**src/hdl/vdmc_pkg.sv**
```systemverilog
// ----------------------------------------------------------------------------
// vdmc_pkg
// Shared types and constants for the drive mode controller.
// ----------------------------------------------------------------------------
package vdmc_pkg;

    localparam int ADC_BITS_DEF = 12;

    localparam int CFG_ADDR_W = 3;
    localparam int CFG_DATA_W = 16;

    localparam int QUO_W      = 16;
    localparam int DIV_STEPS  = 16;
    localparam int DIV_CNT_W  = $clog2(DIV_STEPS);

    localparam int OUT_FIELDS_W = 35;
    localparam int OUT_TDATA_W  = ((OUT_FIELDS_W + 7) / 8) * 8;

    localparam logic [15:0]        Q15_ONE  = 16'h8000;
    localparam logic signed [15:0] FULL_FWD = 16'sd25600;
    localparam logic signed [15:0] FULL_REV = -16'sd25600;

    localparam logic [CFG_ADDR_W-1:0] REG_ADC_LOW    = 3'd0;
    localparam logic [CFG_ADDR_W-1:0] REG_ADC_HIGH   = 3'd1;
    localparam logic [CFG_ADDR_W-1:0] REG_MIN_THR    = 3'd2;
    localparam logic [CFG_ADDR_W-1:0] REG_CRUISE_THR = 3'd3;
    localparam logic [CFG_ADDR_W-1:0] REG_CRUISE_VEL = 3'd4;
    localparam logic [CFG_ADDR_W-1:0] REG_SPEED_TH   = 3'd5;
    localparam logic [CFG_ADDR_W-1:0] REG_SOC_TH     = 3'd6;
    localparam logic [CFG_ADDR_W-1:0] REG_MOTOR_TYPE = 3'd7;

    localparam logic [1:0] MOTOR_MIN_THR = 2'd0;
    localparam logic [1:0] MOTOR_HOLD    = 2'd1;

    typedef enum logic [1:0] {
        MODE_PARK    = 2'd0,
        MODE_DRIVE   = 2'd1,
        MODE_REVERSE = 2'd2,
        MODE_CRUISE  = 2'd3
    } t_mode;

    typedef enum logic [1:0] {
        ST_IDLE = 2'd0,
        ST_DIV  = 2'd1,
        ST_FIN  = 2'd2
    } t_ctrl_state;

    typedef struct packed {
        logic load;
        logic step;
        logic commit;
    } t_dp_cmd;

    typedef struct packed {
        logic div_last;
    } t_dp_sts;

endpackage

```
**src/hdl/vehicle_drive_mode_controller_top.sv**
```systemverilog
// ----------------------------------------------------------------------------
// vehicle_drive_mode_controller_top
// Drive mode controller: pedal normalization, park/drive/reverse/cruise
// state and throttle/velocity command generation.
// ----------------------------------------------------------------------------
// One control tick is taken at a time. A tick is captured in ST_IDLE, then
// passes through ST_DIV, where the restoring divider scales the pedal sample
// to Q1.15 (one quotient bit per cycle), and ST_FIN, which selects the
// command and advances the mode. The result sits in an output register, so
// the next tick is accepted while it waits; the commit of that next tick holds
// until the register is drained. There is no clearing pass after reset.
module vehicle_drive_mode_controller_top
    import vdmc_pkg::*;
#(
    parameter int ADC_BITS = ADC_BITS_DEF
) (
    input  logic                   i_clk,
    input  logic                   i_rst_n,
    input  logic                   i_cfg_we,
    input  logic [CFG_ADDR_W-1:0]  i_cfg_addr,
    input  logic [CFG_DATA_W-1:0]  i_cfg_data,
    input  logic                   s_axis_tvalid,
    output logic                   s_axis_tready,
    // pedal_adc, brake_pressed, regen_on, switch_pin_a, switch_pin_b,
    // cruise_request, vehicle_speed, battery_charge, battery_cool, zero pad
    input  logic [((ADC_BITS+30+7)/8)*8-1:0] s_axis_tdata,
    output logic                   m_axis_tvalid,
    input  logic                   m_axis_tready,
    // throttle_cmd, velocity_cmd, mode_now, pedal_fault, zero pad
    output logic [OUT_TDATA_W-1:0] m_axis_tdata
);

    localparam int OFS_BRAKE  = ADC_BITS;
    localparam int OFS_REGEN  = ADC_BITS + 1;
    localparam int OFS_PIN_A  = ADC_BITS + 2;
    localparam int OFS_PIN_B  = ADC_BITS + 3;
    localparam int OFS_CRUISE = ADC_BITS + 4;
    localparam int OFS_SPEED  = ADC_BITS + 5;
    localparam int OFS_CHARGE = ADC_BITS + 21;
    localparam int OFS_COOL   = ADC_BITS + 29;

    t_dp_cmd            dp_cmd;
    t_dp_sts            dp_sts;
    logic [15:0]        throttle_cmd;
    logic signed [15:0] velocity_cmd;
    logic [1:0]         mode_now;
    logic               pedal_fault;

    vdmc_ctrl u_ctrl (
        .i_clk       (i_clk),
        .i_rst_n     (i_rst_n),
        .i_in_valid  (s_axis_tvalid),
        .o_in_ready  (s_axis_tready),
        .o_out_valid (m_axis_tvalid),
        .i_out_ready (m_axis_tready),
        .o_cmd       (dp_cmd),
        .i_sts       (dp_sts)
    );

    vdmc_datapath #(
        .ADC_BITS (ADC_BITS)
    ) u_datapath (
        .i_clk            (i_clk),
        .i_rst_n          (i_rst_n),
        .i_cfg_we         (i_cfg_we),
        .i_cfg_addr       (i_cfg_addr),
        .i_cfg_data       (i_cfg_data),
        .i_cmd            (dp_cmd),
        .o_sts            (dp_sts),
        .i_pedal_adc      (s_axis_tdata[ADC_BITS-1:0]),
        .i_brake_pressed  (s_axis_tdata[OFS_BRAKE]),
        .i_regen_on       (s_axis_tdata[OFS_REGEN]),
        .i_switch_pin_a   (s_axis_tdata[OFS_PIN_A]),
        .i_switch_pin_b   (s_axis_tdata[OFS_PIN_B]),
        .i_cruise_request (s_axis_tdata[OFS_CRUISE]),
        .i_vehicle_speed  ($signed(s_axis_tdata[OFS_SPEED +: 16])),
        .i_battery_charge (s_axis_tdata[OFS_CHARGE +: 8]),
        .i_battery_cool   (s_axis_tdata[OFS_COOL]),
        .o_throttle_cmd   (throttle_cmd),
        .o_velocity_cmd   (velocity_cmd),
        .o_mode_now       (mode_now),
        .o_pedal_fault    (pedal_fault)
    );

    assign m_axis_tdata = {{(OUT_TDATA_W-OUT_FIELDS_W){1'b0}},
                           pedal_fault, mode_now, velocity_cmd, throttle_cmd};

`ifndef SYNTHESIS
    a_busy_after_accept: assert property (@(posedge i_clk) disable iff (!i_rst_n)
        s_axis_tvalid && s_axis_tready |=> !s_axis_tready)
        else $error("input accepted while a tick is in progress");

    a_commit_no_overwrite: assert property (@(posedge i_clk) disable iff (!i_rst_n)
        dp_cmd.commit |-> (!m_axis_tvalid || m_axis_tready))
        else $error("result committed over an undelivered transaction");

    a_throttle_range: assert property (@(posedge i_clk) disable iff (!i_rst_n)
        m_axis_tvalid |-> throttle_cmd <= Q15_ONE)
        else $error("throttle command above 1.0");
`endif

endmodule

```
**src/hdl/vdmc_ctrl.sv**
```systemverilog
// ----------------------------------------------------------------------------
// vdmc_ctrl
// Sequencer: accept a tick, run the pedal divider, commit the result.
// ----------------------------------------------------------------------------
module vdmc_ctrl
    import vdmc_pkg::*;
(
    input  logic    i_clk,
    input  logic    i_rst_n,
    input  logic    i_in_valid,
    output logic    o_in_ready,
    output logic    o_out_valid,
    input  logic    i_out_ready,
    output t_dp_cmd o_cmd,
    input  t_dp_sts i_sts
);

    t_ctrl_state r_state, n_state;
    logic        r_out_valid, n_out_valid;

    always_ff @(posedge i_clk) begin
        if (!i_rst_n) begin
            r_state     <= ST_IDLE;
            r_out_valid <= 1'b0;
        end else begin
            r_state     <= n_state;
            r_out_valid <= n_out_valid;
        end
    end

    always_comb begin
        n_state    = r_state;
        o_in_ready = 1'b0;
        o_cmd      = '0;
        unique case (r_state)
            ST_IDLE: begin
                o_in_ready = 1'b1;
                if (i_in_valid) begin
                    o_cmd.load = 1'b1;
                    n_state    = ST_DIV;
                end
            end
            ST_DIV: begin
                o_cmd.step = 1'b1;
                if (i_sts.div_last) begin
                    n_state = ST_FIN;
                end
            end
            ST_FIN: begin
                if (!r_out_valid || i_out_ready) begin
                    o_cmd.commit = 1'b1;
                    n_state      = ST_IDLE;
                end
            end
            default: begin
                n_state = ST_IDLE;
            end
        endcase

        if (o_cmd.commit) begin
            n_out_valid = 1'b1;
        end else if (i_out_ready) begin
            n_out_valid = 1'b0;
        end else begin
            n_out_valid = r_out_valid;
        end
    end

    assign o_out_valid = r_out_valid;

endmodule

```
**src/hdl/vdmc_datapath.sv**
```systemverilog
// ----------------------------------------------------------------------------
// vdmc_datapath
// Config registers, pedal range check and serial divider, mode register
// and command selection.
// ----------------------------------------------------------------------------
module vdmc_datapath
    import vdmc_pkg::*;
#(
    parameter int ADC_BITS = ADC_BITS_DEF
) (
    input  logic                  i_clk,
    input  logic                  i_rst_n,
    input  logic                  i_cfg_we,
    input  logic [CFG_ADDR_W-1:0] i_cfg_addr,
    input  logic [CFG_DATA_W-1:0] i_cfg_data,
    input  t_dp_cmd               i_cmd,
    output t_dp_sts               o_sts,
    input  logic [ADC_BITS-1:0]   i_pedal_adc,
    input  logic                  i_brake_pressed,
    input  logic                  i_regen_on,
    input  logic                  i_switch_pin_a,
    input  logic                  i_switch_pin_b,
    input  logic                  i_cruise_request,
    input  logic signed [15:0]    i_vehicle_speed,
    input  logic [7:0]            i_battery_charge,
    input  logic                  i_battery_cool,
    output logic [15:0]           o_throttle_cmd,
    output logic signed [15:0]    o_velocity_cmd,
    output logic [1:0]            o_mode_now,
    output logic                  o_pedal_fault
);

    localparam logic [ADC_BITS-1:0] ADC_HIGH_RST = ADC_BITS'(12'hFFF);

    logic [ADC_BITS-1:0] r_adc_low, r_adc_high;
    logic [15:0]         r_min_thr, r_cruise_thr;
    logic signed [15:0]  r_cruise_vel, r_speed_th;
    logic [7:0]          r_soc_th;
    logic [1:0]          r_motor_type;

    always_ff @(posedge i_clk) begin
        if (!i_rst_n) begin
            r_adc_low    <= '0;
            r_adc_high   <= ADC_HIGH_RST;
            r_min_thr    <= '0;
            r_cruise_thr <= '0;
            r_cruise_vel <= '0;
            r_speed_th   <= 16'sd256;
            r_soc_th     <= '0;
            r_motor_type <= '0;
        end else if (i_cfg_we) begin
            unique case (i_cfg_addr)
                REG_ADC_LOW:    r_adc_low    <= i_cfg_data[ADC_BITS-1:0];
                REG_ADC_HIGH:   r_adc_high   <= i_cfg_data[ADC_BITS-1:0];
                REG_MIN_THR:    r_min_thr    <= i_cfg_data[15:0];
                REG_CRUISE_THR: r_cruise_thr <= i_cfg_data[15:0];
                REG_CRUISE_VEL: r_cruise_vel <= $signed(i_cfg_data[15:0]);
                REG_SPEED_TH:   r_speed_th   <= $signed(i_cfg_data[15:0]);
                REG_SOC_TH:     r_soc_th     <= i_cfg_data[7:0];
                REG_MOTOR_TYPE: r_motor_type <= i_cfg_data[1:0];
                default: ;
            endcase
        end
    end

    // captured tick
    logic                 r_brake, r_regen, r_pin_a, r_pin_b, r_cruise, r_cool;
    logic signed [15:0]   r_speed;
    logic [7:0]           r_charge;
    logic                 r_fault, r_span_zero;

    // divider
    logic [ADC_BITS-1:0]  r_span, r_rem;
    logic [QUO_W-1:0]     r_shift, r_quo;
    logic [DIV_CNT_W-1:0] r_cnt;

    logic [ADC_BITS-1:0]  diff, span;
    logic                 in_range;
    logic [ADC_BITS:0]    trial;
    logic                 ge;

    assign in_range = (i_pedal_adc <= r_adc_high) && (i_pedal_adc >= r_adc_low);
    assign diff     = i_pedal_adc - r_adc_low;
    assign span     = r_adc_high - r_adc_low;
    assign trial    = {r_rem, r_shift[QUO_W-1]};
    assign ge       = trial >= {1'b0, r_span};

    always_ff @(posedge i_clk) begin
        if (i_cmd.load) begin
            r_brake     <= i_brake_pressed;
            r_regen     <= i_regen_on;
            r_pin_a     <= i_switch_pin_a;
            r_pin_b     <= i_switch_pin_b;
            r_cruise    <= i_cruise_request;
            r_speed     <= i_vehicle_speed;
            r_charge    <= i_battery_charge;
            r_cool      <= i_battery_cool;
            r_fault     <= !in_range;
            r_span_zero <= (span == '0);
            r_span      <= span;
            r_rem       <= diff >> 1;
            r_shift     <= {diff[0], {(QUO_W-1){1'b0}}};
            r_quo       <= '0;
            r_cnt       <= '0;
        end else if (i_cmd.step) begin
            r_rem   <= ge ? ADC_BITS'(trial - {1'b0, r_span}) : trial[ADC_BITS-1:0];
            r_quo   <= {r_quo[QUO_W-2:0], ge};
            r_shift <= {r_shift[QUO_W-2:0], 1'b0};
            r_cnt   <= r_cnt + 1'b1;
        end
    end

    assign o_sts.div_last = (r_cnt == DIV_CNT_W'(DIV_STEPS - 1));

    // command selection
    t_mode              r_mode, n_mode;
    logic [15:0]        thr, pmin, cmd_t;
    logic signed [15:0] full, cmd_v;
    logic               sw_rev, sw_drv, sw_park, slow;

    assign thr     = (r_fault || r_span_zero) ? 16'd0 : r_quo;
    assign pmin    = (r_min_thr > Q15_ONE) ? Q15_ONE : r_min_thr;
    assign sw_rev  = !r_pin_a && !r_pin_b;
    assign sw_drv  = r_pin_a && r_pin_b;
    assign sw_park = !sw_rev && !sw_drv;
    assign slow    = r_speed < r_speed_th;
    assign full    = (r_mode == MODE_DRIVE) ? FULL_FWD : FULL_REV;

    always_comb begin
        cmd_t  = '0;
        cmd_v  = '0;
        n_mode = r_mode;
        unique case (r_mode) inside
            MODE_DRIVE, MODE_REVERSE: begin
                if (r_brake) begin
                    cmd_t = '0;
                end else if (r_mode == MODE_DRIVE && r_regen && r_charge < r_soc_th
                             && r_cool) begin
                    cmd_t = thr;
                    cmd_v = (thr == '0) ? 16'sd0 : full;
                end else if (r_motor_type == MOTOR_MIN_THR) begin
                    if (thr != '0) begin
                        cmd_t = (thr < pmin) ? pmin : thr;
                        cmd_v = full;
                    end
                end else if (r_motor_type == MOTOR_HOLD) begin
                    cmd_t = thr;
                    cmd_v = full;
                end
                if (r_mode == MODE_DRIVE) begin
                    if (sw_rev && slow) n_mode = MODE_REVERSE;
                    else if (sw_park && slow) n_mode = MODE_PARK;
                    else if (r_cruise) n_mode = MODE_CRUISE;
                end else begin
                    if (sw_drv && r_brake && slow) n_mode = MODE_DRIVE;
                    else if (sw_park && r_brake && slow) n_mode = MODE_PARK;
                end
            end
            MODE_CRUISE: begin
                cmd_t = (r_cruise_thr > Q15_ONE) ? Q15_ONE : r_cruise_thr;
                cmd_v = r_cruise_vel;
                if (r_brake || !r_cruise) n_mode = MODE_DRIVE;
            end
            default: begin
                cmd_t = Q15_ONE;
                cmd_v = '0;
                if (sw_drv && r_brake && slow) n_mode = MODE_DRIVE;
                else if (sw_rev && r_brake && slow) n_mode = MODE_REVERSE;
            end
        endcase
    end

    always_ff @(posedge i_clk) begin
        if (!i_rst_n) begin
            r_mode <= MODE_PARK;
        end else if (i_cmd.commit) begin
            r_mode <= n_mode;
        end
    end

    always_ff @(posedge i_clk) begin
        if (i_cmd.commit) begin
            o_throttle_cmd <= cmd_t;
            o_velocity_cmd <= cmd_v;
            o_mode_now     <= n_mode;
            o_pedal_fault  <= r_fault;
        end
    end

endmodule

```
**config.mk**
```make
export PLATFORM = sky130hd
export DESIGN_NAME = vehicle_drive_mode_controller_top
export DESIGN_NICKNAME = d
export VERILOG_FILES = /design/src/hdl/vdmc_pkg.sv /design/src/hdl/vehicle_drive_mode_controller_top.sv /design/src/hdl/vdmc_ctrl.sv /design/src/hdl/vdmc_datapath.sv
export SDC_FILE = /design/constraint.sdc
export NUM_CORES = 1
export LEC_CHECK = 0
export ABC_CLOCK_PERIOD_IN_PS = 5950
export CORE_UTILIZATION = 55
export CTS_BUF_LIST = sky130_fd_sc_hd__clkbuf_4 sky130_fd_sc_hd__clkbuf_8
export DETAILED_ROUTE_END_ITERATION = 10
export DONT_BUFFER_PORTS = 1
export PLACE_DENSITY = 0.78
export SYNTH_ARGS = -nofsm -noshare
export SYNTH_HDL_FRONTEND = slang
export SYNTH_HIERARCHICAL = 1
export SYNTH_SLANG_ARGS = --single-unit
```
**constraint.sdc**
```tcl
create_clock -name i_clk -period 5.95 [get_ports i_clk]
set_input_delay 0.2975 -clock i_clk [delete_from_list [all_inputs] [get_ports i_clk]]
set_output_delay 0.2975 -clock i_clk [all_outputs]
set_load 0.1 [all_outputs]
```
==> reports/qor.csv <==
metric,value,unit
outcome,finished clean,
synth.area.top_cells,"edfxtp_1, dfxtp_1, ha_1",
crit_buf_inv,0,
post_drt_wl_per_cell,17.69,µm
criticalPathCategory,reg -> reg,
grt.total_usage,25.57,%
crit_arrival,3.69,ns
cpLargestDelayFamily,compound AO/OA/AOI/OAI gates,
critPathSlowestCell,nor2_2,
swShare,26.21,%
power_per_cell_area,277.9,nW/µm²
slew_violations,0,
postRouteAntennaNets,0,
numCtsBuffers,38,
synth_edf_count,91,
total_power,3.610,mW
ys_warn_count,6,
critical_path.reg2reg.endpoint,u_datapath/o_throttle_cmd[2],
drt_pass1_iterations,7,
synth_largest_type_area_fraction,23.71,%
critical_path_depth,11,
clock_tree_from_tritoncts,built,
timing.final.setup_violations,0,
worst_slack_setup_final,2.527,ns
worstSetupStartpoint,u_datapath/r_fault,
worst-r2r-setup-slack,2.53,ns
grt.overflow.total,0,
cts.reportedPaths.clkPinSlew,0.06,ns
endpoint_kind,flop,
maximum_number_of_pins_on_one_net_before_global_route_repair,106,
die_area,21540,µm²
tritoncts_num_sinks,215,
fin_skew,0.01339,ns
final_min_period_over_clock_period,57.54,%
initial_utilization,56.60,%
design.portCount,114,
postRouteWirelength,27.61,mm
tightest_slew,1.170,ns
holdWs,0.06894,ns
floorplan.die.width,146.8,µm
clockPowerShare,39.7,%
total_switching_power,0.9460,mW
port_buffers,0,
crit_chain,nor2_2 -> and2_1 -> ha_1 -> a21o_1 -> a21o_1 -> a21oi_1 -> nor2_1 -> o41ai_1 -> o32ai_1 -> and2_4 -> a221o_1,
synth.top_cells.by_count,"nand2_1, dfxtp_1, edfxtp_1",
worstSetupStartpointType,flop,
num_vias,8911,
timing.critical_path.fanout_max,17,
slew-limit-headroom,21.69,%
intPower,2.664,mW
antenna_violations_before_repair,3,
drc,0,
hold_violations,0,
via_per_inst,5.709,
synthesis.area_per_instance,9.487,µm²
detailedRoute.firstIterationViolations,591,
grt_first_pass_wirelength,43.59,mm
finalNetCount,1424,
ys_types,80,
die_y,146.8,µm
worst_r2r_startpoint,u_datapath/r_fault,
pre_cts_slack,2.617,ns
rsz0062_at_grt,false,
core_utilization_of_the_finished_layout,63.79,%
post-synth-top-count-cell,nand2_1,
min-delay-path-class,in -> reg,
first_global_vias,8632,
cellLeakagePower,5.041,nW
power_frac_seq,45.7,%
endpoint_required_time_on_the_critical_path,6.22,ns
critPathCapture,u_datapath/o_throttle_cmd[2],
ys_ff_latch,215,
synth_top_area_cell,edfxtp_1,
post_route_minimum_period,3.423,ns
place.gp.congestion,0.9474,
slowest_delay,0.49,ns
synthToLayoutAreaGrowth,12.70,%
logic_gate_share_of_total_power,14.6,%
cts-root-to-sink-buffers,3,
syn-cell-area,11530,µm²
timing.max_cap.violations,0,
h-tree-depth,2,
layout.cells.non_filler,1561,
max-vdd-ir-drop,0.0001926,V
rows,52,
layout_cells_sized_above_1,7.770,%
placed_area,11670,µm²
async_reset_ff_share,0,%
hold_path.startpoint,i_rst_n,
worst-r2r-cell-count,11,
core_area,20360,µm²
critical_path.most_common_cell,a21o_1,
dpl.cell_count,1439,
f_max,0.2921,GHz
ys.flop_type,dfxtp_1,
worstSkewPairLatency,0.53,ns
place.detailed.hpwl,18.23,mm
synth_cells,1215,
ys_seq_area_share,45.24,%
fin_area,12990,µm²
timing.setup.tns,0,ns
clk_root_buffer_cell,clkbuf_8,
==> flip-flops by register name, summed over array words and instances (netlist names), 16 cells and up <==
name	flops
u_datapath/r_cruise_vel	16
u_datapath/o_velocity_cmd	16
u_datapath/r_speed_th	16
u_datapath/r_quo	16
u_datapath/r_min_thr	16
u_datapath/r_speed	16
u_datapath/o_throttle_cmd	16
u_datapath/r_cruise_thr	16
==> power by group through the flow <==
stage / clock (mW) / sequential (mW) / combinational [mW]
floorplan: 0 / 1.67 / 0.400
global placement: 0 / 1.68 / 0.453
detailed placement: 0 / 1.68 / 0.466
CTS: 1.45 / 1.65 / 0.521
global route: 1.53 / 1.66 / 0.591
finish: 1.43 / 1.65 / 0.527
==> cells in the final DEF, fill, tap and decap left out, types with 16 or more instances in the layout <==
cell type / synthesis / layout
clkbuf_8: 0 / 43
ha_1: 90 / 90
a21o_1: 16 / 16
nor2b_1: 19 / 17
and2_1: 28 / 27
clkbuf_4: 0 / 20
dlygate4sd3_1: 0 / 49
a21oi_1: 36 / 36
inv_1: 79 / 79
nand2b_1: 17 / 17
a21boi_1: 87 / 87
o211ai_1: 20 / 20
dfxtp_1: 124 / 124
edfxtp_1: 91 / 91
nand2_1: 228 / 228
nor3_1: 16 / 16
mux2i_1: 22 / 22
nor2_1: 62 / 61
==> cell type report <==
cell class                      instances  area, µm²
Clock inverter                          5      53.80
Fill cell                            1654       7373
Sequential cell                       215       5215
Tap cell                              270      337.8
Antenna cell                            4      10.01
Timing Repair Buffer                   55      555.5
Clock buffer                           63      742.0
Inverter                               79      296.5
Multi-Input combinational cell        870       5781
==> how the worst min path moves through the flow <==
stage,slack [ns],cells after the start,end
finish,0.07,3,u_datapath/r_mode[1]
global route,0.07,3,u_datapath/r_mode[1]
CTS,0.05,3,u_datapath/r_mode[1]
detailed placement,0.40,0,u_datapath/r_speed[14]
global placement,0.40,0,u_datapath/r_speed[14]
floorplan,0.40,0,u_datapath/r_brake
==> tightest hold or removal path, cell delays in order <==
cell and delay (ns):
nand3_1 0.06, or2_0 0.11, o211ai_1 0.08
==> cells by family after synthesis <==
logic type	after synthesis	synth area share, %
XOR/XNOR	28	2.127
AO/OA/AOI/OAI	256	16.14
adder cells (fa/ha/maj)	93	10.29
AND/OR/NAND/NOR	462	19.00
buffers and inverters	134	4.873
other	1	0.03253
flip-flops	215	45.24
multiplexers	26	2.301
==> layer usage <==
| layer | vias to the layer above | wire length [µm] | track usage (%) |
|---|---|---|---|
| met5 | - | 0 | 0 |
| met4 | 0 | 856 | 10.78 |
| met3 | 55 | 1566 | 4.814 |
| met2 | 270 | 13360 | 42.51 |
| met1 | 4228 | 11830 | 32.58 |
| li1 | 4358 | - | - |
==> timing repair <==
action / CTS / global route
hold endpoints to repair: 133 / 0
hold buffers: 50 / 0
resized for setup: 0 / 0
setup buffers: 0 / 0
No activity file was read; power rests on OpenSTA's default activity.
